File: src/hw/rtl/itt_pkg.sv
// Package for the idle timeout table: field widths, operation codes and
// the request record that travels along the row of table cells.
package itt_pkg;

  localparam int unsigned KEY_W   = 10;
  localparam int unsigned TIME_W  = 31;
  localparam int unsigned LIMIT_W = 16;
  localparam int unsigned SUM_W   = TIME_W + 1;

  localparam logic [LIMIT_W-1:0] LIMIT_RESET = 16'd60;
  localparam logic [KEY_W-1:0]   KEY_EMPTY   = '0;

  typedef enum logic {
    FUNC_TOUCH = 1'b0,
    FUNC_QUERY = 1'b1
  } func_e;

  typedef struct packed {
    logic              vld;
    func_e             func;
    logic [KEY_W-1:0]  key;
    logic [TIME_W-1:0] now;
    logic              done;
    logic              found;
    logic [TIME_W-1:0] stamp;
  } pkt_t;

endpackage

File: src/hw/rtl/itt_cell.sv
// One table cell: holds one key and its stamp and passes the request on.
// Depends on itt_pkg.
module itt_cell (
  input  logic         clk_i,
  input  logic         rst_ni,
  input  itt_pkg::pkt_t pkt_i,
  output itt_pkg::pkt_t pkt_o
);
  import itt_pkg::*;

  logic [KEY_W-1:0]  key_q, key_d;
  logic [TIME_W-1:0] stamp_q, stamp_d;
  logic              vld_q;
  pkt_t              pay_q, pay_d;
  logic              live, hit, empty;

  always_comb begin
    live    = pkt_i.vld && !pkt_i.done;
    empty   = live && (key_q == KEY_EMPTY);
    hit     = live && (key_q != KEY_EMPTY) && (key_q == pkt_i.key);
    key_d   = key_q;
    stamp_d = stamp_q;
    if (pkt_i.func == FUNC_TOUCH && (hit || empty)) begin
      stamp_d = pkt_i.now;
      key_d   = pkt_i.key;
    end
    pay_d       = pkt_i;
    pay_d.done  = pkt_i.done || hit || empty;
    pay_d.found = pkt_i.found || hit;
    if (hit) begin
      pay_d.stamp = stamp_q;
    end
  end

  always_ff @(posedge clk_i or negedge rst_ni) begin
    if (!rst_ni) begin
      key_q <= KEY_EMPTY;
      vld_q <= 1'b0;
    end else begin
      key_q <= key_d;
      vld_q <= pkt_i.vld;
    end
  end

  always_ff @(posedge clk_i) begin
    stamp_q <= stamp_d;
    pay_q   <= pay_d;
  end

  always_comb begin
    pkt_o     = pay_q;
    pkt_o.vld = vld_q;
  end

endmodule

File: config.mk
export PLATFORM = sky130hd
export DESIGN_NAME = itt_cell
export DESIGN_NICKNAME = d
export VERILOG_FILES = /design/src/hw/rtl/itt_pkg.sv /design/src/hw/rtl/itt_cell.sv
export SDC_FILE = /design/constraint.sdc
export NUM_CORES = 1
export LEC_CHECK = 0
export BUFFER_PORTS_ARGS = -buffer_cell sky130_fd_sc_hd__buf_4
export CORE_MARGIN = 5
export CORE_UTILIZATION = 30
export CTS_CLUSTER_DIAMETER = 120
export DETAILED_ROUTE_END_ITERATION = 12
export HOLD_SLACK_MARGIN = 0.02
export PLACE_DENSITY_LB_ADDON = 0.05
export SLEW_MARGIN = 20
export SYNTH_ARGS = -nofsm -noshare
export SYNTH_HDL_FRONTEND = slang
export SYNTH_SLANG_ARGS = --single-unit
File: constraint.sdc
create_clock -name clk_i -period 5.99 [get_ports clk_i]
set_input_delay 0.2995 -clock clk_i [delete_from_list [all_inputs] [get_ports clk_i]]
set_output_delay 0.2995 -clock clk_i [all_outputs]
set_load 0.01 [all_outputs]
## After elaboration in Yosys (flattened, before gate mapping)

Cells that the tools add are included.

- Register bits after elaboration: 117
- Bits of input ports: 78
- Output and inout port bits: 76
- Logic and storage cells: 24

- Equality and inequality tests: 1
- Mux-type cells: 1
- Bitwise logic cells: 1
- Reduce and logical (&&, ||, !) cells: 12

Operators by type and width:

| kind | number |
|---|---|
| 2-to-1 mux 31 bit | 1 |
| equality test 10 bit | 1 |
| zero test 10 bit | 1 |
| nonzero test 10 bit | 1 |
| logical AND 1 bit | 5 |
| logical OR 1 bit | 4 |
| zero test 1 bit | 1 |
| inverter 1 bit | 1 |

## Depth between registers and ports, before layout

Gate-level depths: netlist of the first run.

- Depth in word-level cells: 6
- Depth in mapped cells: 6
- Depth with buffers taken out: 5

## Least setup slack after synthesis of the first run

Ideal clock, no wire load.

- Path kind: flip-flop to flip-flop
- From: register key_q[2]
- To: register key_q[6]
- Library setup time: 0.128 ns
- Data arrival time: 1.844 ns
- Required time: 5.862 ns
- Slack: 4.019 ns
- Cell stages (with the launch flop): 7
- Buffers on the path: 1
- Period minus slack after synthesis: 1.971 ns
- Cell sequence: dfrtp_1 -> nor4_1 -> nand3_1 -> or2_1 -> a21oi_2 -> buf_6 -> mux2_1

- Word-level cells in the longest chain between the ends: 5
- Elaborated cells between the ends (all ways): 8
- Those cells by class: 1 x eq/ne; 7 x reduce/logical

Ends and longest elaborated chain:

| element | RTL line | source |
|---|---|---|
| from (decl) | itt_cell.sv:11 | `logic [KEY_W-1:0] key_q, key_d;` |
| from (signal assigned) | itt_cell.sv:40 | `key_q <= key_d;` |
| nonzero test 10 bit | itt_cell.sv:20 | `hit = live && (key_q != KEY_EMPTY) && (key_q == pkt_i.key);` |
| logical AND 1 bit (2 in series) | itt_cell.sv:20 |  |
| logical OR 1 bit * | itt_cell.sv:23 | `if (pkt_i.func == FUNC_TOUCH && (hit \|\| empty)) begin` |
| logical AND 1 bit * | itt_cell.sv:23 |  |

Mark *: on every way between the ends. The rest lies on a longest branch, timed or not.
A chain may end at the register's enable or synchronous reset.

## Worst setup path after layout of the first run

- From: input pkt_i[70] (netlist name)
- To: register stamp_q[23] (enable)

- Word-level cells in the longest chain between the ends: 4

Ends and longest elaborated chain:

| element | RTL line | source |
|---|---|---|
| from (decl) | itt_cell.sv:6 | `input itt_pkg::pkt_t pkt_i,` |
| equality test 10 bit | itt_cell.sv:20 |  |
| logical AND 1 bit | itt_cell.sv:20 |  |
| logical OR 1 bit | itt_cell.sv:23 |  |
| logical AND 1 bit | itt_cell.sv:23 |  |
| to (signal assigned) | itt_cell.sv:46 | `stamp_q <= stamp_d;` |
| to (decl) | itt_cell.sv:12 | `logic [TIME_W-1:0] stamp_q, stamp_d;` |

No other way between the ends.

==> impl_results.md, run 1 <==
- Crit path kind: input port to register
- Library cells used by synthesis: 21
- Finish-stage setup viols: 0
- Routed wire length: 8.20 mm
- Setup_tns: 0 ps
- Final hold violation count: 0
- Gpl congestion: 0.678
- Synth Area in XOR/XNOR: 2.50%
- CTS root buffer: clkbuf_16
- Peak Freq: 379 MHz
- Core ar.: 11,400 sq um
- Total Routing Usage GR: 12.5%
- Worst Setup End Kind: register
- Critical path, cell by cell: dlygate4sd3_1, buf_4, xor2_1, nor4_2, nand4_1, a21oi_4, buf_4
- RSZ-0062 raised after global routing: false
- Mapped Avg Cell Area: 18.7 sq um
- Leakage: 2.68 nW
- Dpl cells: 479
- Worst hold path class: input port to register
- Post-DP Area: 4800 sq um
- CP Depth: 7
- Met1 Track Usage GR: 13.3%
- Reg clk slew, reported paths: 50 ps
- First-pass GRT wire length: 13.2 mm
- Design area: 5790 sq um
- WHS Path Cells: 1
- Area growth syn-to-layout: 65.6%
- Adder-Cell Fraction of Synth Area: 0%
- Worst path top cell family by delay: buffers and inverters
- Worst-Margin Slew: 870 ps
- Mux cell area share after synthesis: 14.3%
- Post-Synth Simple-Gate Area: 2.75%
- Final worst-path setup slack: 3350 ps
- Most frequent cells in the layout: buf_4, dfxtp_1, dlygate4sd3_1
- R2R depth: 5
- Pin count of the biggest net entering global routing: 34
- CP max-delay cell: dlygate4sd3_1
- Final Instance Count excl. Fillers: 554
- CTS tree: built
- Worst IR Drop VDD: 0.176 mV
- Final Skew: 4.97 ps
- Min Tclk post-route: 2640 ps
- Synthesized instance count: 187
- CP peak stage delay: 540 ps
- Detail Placement HPWL: 5.75 mm
- Clk buf depth: 2
- Setup WS pre-CTS: 3440 ps
- Crit path buf inv count: 3
- Top cell type by total area after synthesis: dfxtp_1
- Vias in the first global route: 2,467
- Antenna-violating nets left: 0
- Number of max-cap violations: 0
- Post-DR vias/cell: 4.03
- Relative slew slack: 41.9%
- Die area: 13,900 sq um
- Vias: 2,234
- Register area share after synthesis: 77.4%
- Starting Density: 30.6%
- Nets: 476
- WL/cell: 14.8 um
- PwrDens: 357 nW/um^2
- Netlist Area Pre-Place: 3500 sq um
- Input/output buffers: 153
- Max Slew Vio Count: 0
- Diode count: 0
- Initial antenna violation count: 0
- CP Max Fanout: 28
- Compound-Gate Fraction of Synth Area: 1.54%
- Drt pass-1 iters: 4
- I/O pin cnt: 154
- CP required: 6050 ps
- Yosys Warn Count: 0
- Die height: 118 um
- H-tree depth: 4
- Die width: 118 um
- Largest family of logic cells by synthesized area: multiplexers
- Layout Utilization: 50.7%
- Number of buffers created by CTS: 17
- Met2 track demand over resource: 20.4%
- Synthesis-stage register bit count: 117
- Iter 0 DRT Violations: 89
- Worst Path Arrival: 2700 ps
- # clock sinks: 117
- # DRC: 0
- Share of post-route cells with drive strength above 1: 52.6%
- Status: complete, no violations
- Post-synth net total: 265
- Post-CTS sizing: 0
- Met3 Resource Use GR: 6.15%
- Share of the synthesized area in the top cell type: 42.9%
- Commonest non-fill, non-tap cell in the layout: buf_4
- CP most frequent cell: buf_4
- Grt ovf: 0
- Period utilization: 44.0%
- Busiest grt layer: met2
- Skew-Pair Late Insertion Delay: 400 ps
- Kind of start point of the critical path: input port
- FP Rows: 39
- Synth area leaders: dfxtp_1, edfxtp_1, mux2_4
[worst reg2reg max path, cell delays in order, from the launching register on]
cell and delay, ps:
dfrtp_1 410, xor2_1 180, nor4_2 420, nand4_1 210
a21oi_4 470, buf_4 450
[area by class of cell]
type | instances | area, sq um
repair buffers | 197 | 1590
well taps | 143 | 179
clock buffers | 29 | 552
flip-flops and latches | 117 | 2710
multi-input cells | 65 | 753
fillers | 1002 | 5630
clock inverters | 3 | 13.8
[registers in the layout, summed over array words and instances (netlist names)]
signal / count
stamp_q: 31
key_q: 10
pkt_o: 75
vld_q: 1
[layer usage]
metal | vias to the layer above | routed length (um)
met5 | - | 0
met4 | 0 | 137
met3 | 11 | 686
met2 | 89 | 4200
met1 | 1051 | 3170
li1 | 1083 | -
[through the flow]
stage                     total power [mW]  hold WS (ps)
after floorplan                       1.01          3.91
after global placement                1.12           147
after detailed placement              1.13           147
after CTS                             2.10          28.2
after global routing                  2.16          22.6
final                                 2.07          49.9
[power by group]
part / internal, mW / leakage [nW] / total [mW] / switching [mW]
combinational: 0.135 / 1.35 / 0.216 / 0.0816
clock: 0.617 / 0.280 / 0.937 / 0.321
sequential: 0.876 / 1.05 / 0.914 / 0.0375
[final timing paths]
| check | from | to | slack [ps] |
|---|---|---|---|
| min | pkt_i[74] | pkt_o[74] | 50 |
| min in group asynchronous | rst_ni | key_q[7] | 280 |
| max in group asynchronous | rst_ni | key_q[1] | 5550 |
| max reg2reg | key_q[9] | stamp_q[23] | 3490 |
| min reg2reg | stamp_q[30] | pkt_o[30] | 460 |
| max | pkt_i[70] | stamp_q[23] | 3350 |
[cell families after synthesis]
family / count (synthesis)
AO/OA/AOI/OAI: 7
XOR/XNOR: 10
buffers and inverters: 5
flip-flops: 117
multiplexers: 35
AND/OR/NAND/NOR: 13
[synthesized netlist by cell type]
master / instances
dfxtp_1: 75
edfxtp_1: 31
mux2_4: 28
dfrtp_1: 11
xor2_1: 10
a21o_1: 6
buf_6: 4
mux2_2: 4
mux2_1: 3
nand2b_1: 2
nor4_1: 2
nor4_2: 2
a21oi_2: 1
buf_4: 1
nand3_1: 1
nand3b_1: 1
nand4_1: 1
nand4_2: 1
nor2_1: 1
nor3_1: 1
or2_1: 1
[timing repair]
action / in CTS / in global routing
endpoints found under the hold margin: 53 / 0
hold buffers: 43 / 0
setup buffers: 0 / 0
Power figures use the tool's default switching activity.
==> run 2, diff against run 1 <==
--- a/config.mk
+++ b/config.mk
@@ -5,6 +5,7 @@
 export SDC_FILE = /design/constraint.sdc
 export NUM_CORES = 1
 export LEC_CHECK = 0
+export ABC_AREA = 1
 export BUFFER_PORTS_ARGS = -buffer_cell sky130_fd_sc_hd__buf_4
 export CORE_MARGIN = 5
 export CORE_UTILIZATION = 30
==> constraint.sdc (replaced) <==
create_clock -name clk_i -period 2.1 [get_ports clk_i]
set_input_delay 0.105 -clock clk_i [delete_from_list [all_inputs] [get_ports clk_i]]
set_output_delay 0.105 -clock clk_i [all_outputs]
set_load 0.01 [all_outputs]
==> impl_results.md, run 2 <==
- Status: complete, no violations
- Register area share after synthesis: 76.2% (-1.2 points)
- Area growth syn-to-layout: 74.6%
- Share of the synthesized area in the top cell type: 42.3% (-0.67 points)
- CP required: 2200 ps (-3850 ps)
- Mapped Avg Cell Area: 11.2 sq um (-40%)
- Input/output buffers: 153 (unchanged)
- I/O pin cnt: 154 (unchanged)
- Core ar.: 11,500 sq um (+0.85%)
- Skew-Pair Late Insertion Delay: 410 ps (about the same)
- Commonest non-fill, non-tap cell in the layout: buf_4
- Post-synth net total: 395 (+49%)
- PwrDens: 975 nW/um^2 (+170%)
- Most used flip-flop cell after synthesis: dfxtp_1
- Synthesized instance count: 317 (+70%)
- Design Power: 6.05 mW (+190%)
- RSZ-0062 raised after global routing: false
- H-tree depth: 4 (unchanged)
- Min Tclk post-route: 1760 ps
- Diode count: 0 (unchanged)
- Worst setup startpoint: pkt_i[32]
- Grt ovf: 0 (unchanged)
- Worst Path Arrival: 1860 ps (-840 ps)
- CP Max Fanout: 31 (+11%)
- Final Instance Count excl. Fillers: 715 (+29%)
- Die height: 119 um (+0.72%)
- Vias: 2,933 (+31%)
- Post-CTS sizing: 0 (unchanged)
- Netlist Area Pre-Place: 3550 sq um (+1.6%)
- P_sw: 1.46 mW (+230%)
- Clk buf depth: 2 (unchanged)
- CTS tree: built
- Pin count of the biggest net entering global routing: 33 (-2.9%)
- Peak Freq: 568 MHz
- Initial antenna violation count: 0 (unchanged)
- Period utilization: 83.8%
- Synthesis-stage register bit count: 117 (unchanged)
- Top cells by count, synth: nand2_1, dfxtp_1, nand3_1, edfxtp_1, inv_1
- Worst hold path class: input port to asynchronous set/reset pin
- Setup_tns: 0 ps (unchanged)
- Final Skew: 4.98 ps (+0.00577 ps)
- Starting Density: 30.8% (+0.22 points)
- Dpl cells: 606 (+27%)
- Post-DR vias/cell: 4.10 (+1.7%)
- Final hold violation count: 0 (unchanged)
- R2R setup slack: 380 ps (-3110 ps)
- Reg power frac: 43.0% (-1.2 points)
- Max reg flops: 75 (unchanged)
- Die width: 119 um (+0.72%)
- Vias in the first global route: 3,174 (+29%)
- Library cells used by synthesis: 15 (-29%)
- Leakage: 2.93 nW (+9.4%)
- Yosys Warn Count: 0 (unchanged)
- Detail Placement HPWL: 6.19 mm (+7.6%)
- Routed wire length: 9.67 mm (+18%)
- Worst r2r dst: stamp_q[13]
- Most frequent cells in the layout: buf_4, nand2_1, dlygate4sd3_1
- Reg clk slew, reported paths: 50 ps (about the same)
- Worst Setup End Kind: register
- Worst-Margin Slew: 415 ps (-455 ps)
- Nets: 637 (+34%)
- EDFF count, synth: 31 (unchanged)
- Finish-stage setup viols: 0 (unchanged)
- # clock sinks: 117 (unchanged)
- Synth area leaders: dfxtp_1, edfxtp_1, nand2_1
- Sw Ratio: 24.1% (+2.9 points)
- Max Slew Vio Count: 0 (unchanged)
- Comb pwr share: 13.7% (+3.2 points)
- Die area: 14,100 sq um (+1.4%)
- Fillers: 1,020 (+1.8%)
- Clock share of power: 43.3% (-2.0 points)
- Top cell type by total area after synthesis: dfxtp_1
- Top-count cell post-synth: nand2_1
- Crit Reg-Reg Startpoint: key_q[9]
- First-pass GRT wire length: 15.8 mm (+20%)
- Layout Utilization: 53.9% (+3.1 points)
- Number of max-cap violations: 0 (unchanged)
- CTS root buffer: clkbuf_16
- FP Rows: 39 (unchanged)
- # DRC: 0 (unchanged)
- Gpl congestion: 0.735 (+8.4%)
- Antenna-violating nets left: 0 (unchanged)
- Relative slew slack: 72.3% (+30 points)
- Number of buffers created by CTS: 17 (unchanged)
- WL/cell: 13.5 um (-8.6%)
- Drt pass-1 iters: 6 (+2)
- Iter 0 DRT Violations: 93 (+4.5%)
- FFs w/ async S/R, synth: 9.40% (unchanged)
- Kind of start point of the critical path: input port
- Int Power: 4.59 mW (+180%)
- Total Routing Usage GR: 14.5% (+2.0 points)
- Worst IR Drop VDD: 0.462 mV (+160%)
- Crit path kind: input port to register
- Share of post-route cells with drive strength above 1: 33.6% (-19 points)
- R2R depth: 8 (+3)
==> run 2: worst max-delay path by stage <==
stage                       end  slack [ps]  depth (start not counted)
floorplan            stamp_q[0]         130                          8
global placement    stamp_q[15]         420                          8
detailed placement  stamp_q[18]         380                          8
CTS                  stamp_q[3]         360                         12
global route        stamp_q[13]         190                         12
finish              stamp_q[13]         340                         12
==> run 2: power groups by stage <==
stage	clock network [mW]	logic (mW)	registers, mW
global route	2.82	0.923	2.62
CTS	2.70	0.841	2.60
floorplan	0	0.320	2.67
finish	2.62	0.827	2.60
detailed placement	0	0.724	2.64
global placement	0	0.717	2.64
==> run 2: repair_timing <==
action	in CTS	in global routing
hold endpoints to repair	128	0
setup buffers	0	0
hold buffers	77	0
==> run 2: cell type report <==
class / instances / area [sq um] / share of cell area [%]
sequential: 117 / 2710 / 43.6
timing repair buffer: 236 / 1980 / 31.9
multi-input combinational: 170 / 731 / 11.8
clock buffer: 22 / 464 / 7.48
tap: 143 / 179 / 2.88
clock inverter: 10 / 81.3 / 1.31
inverter: 17 / 63.8 / 1.03
==> run 2: worst max-delay path, cell delays in order <==
cell,delay (ps)
dlygate4sd3_1,550
buf_4,140
nor2_1,190
nand2_1,70
nor2_1,100
nand2_1,90
nor2_4,100
nand2_2,60
nand2_2,60
nand2_1,70
inv_2,100
buf_12,210
==> run 2: metrics by stage <==
stage / hold slack [ps] / area [sq um] / setup WS (ps)
after detailed placement: -42.8 / 4890 / 379
after global placement: -43.1 / 4890 / 416
after global routing: 109 / 6200 / 193
after CTS: 57.6 / 6200 / 362
final: 86.0 / 6200 / 339
after floorplan: -191 / 3550 / 132
==> run 2: cell families after synthesis <==
logic type	share of synthesized area (%)
xor+xnor	0.740
buf+inv	3.56
flops	76.2
simple gates	19.5
==> run 2: per-layer routing <==
layer,global-route usage [%],wire length (um),vias up
met5,0,0,-
met2,23.6,4720,106
li1,-,-,1500
met4,6.30,129,0
met1,16.1,4000,1317
met3,7.25,818,10
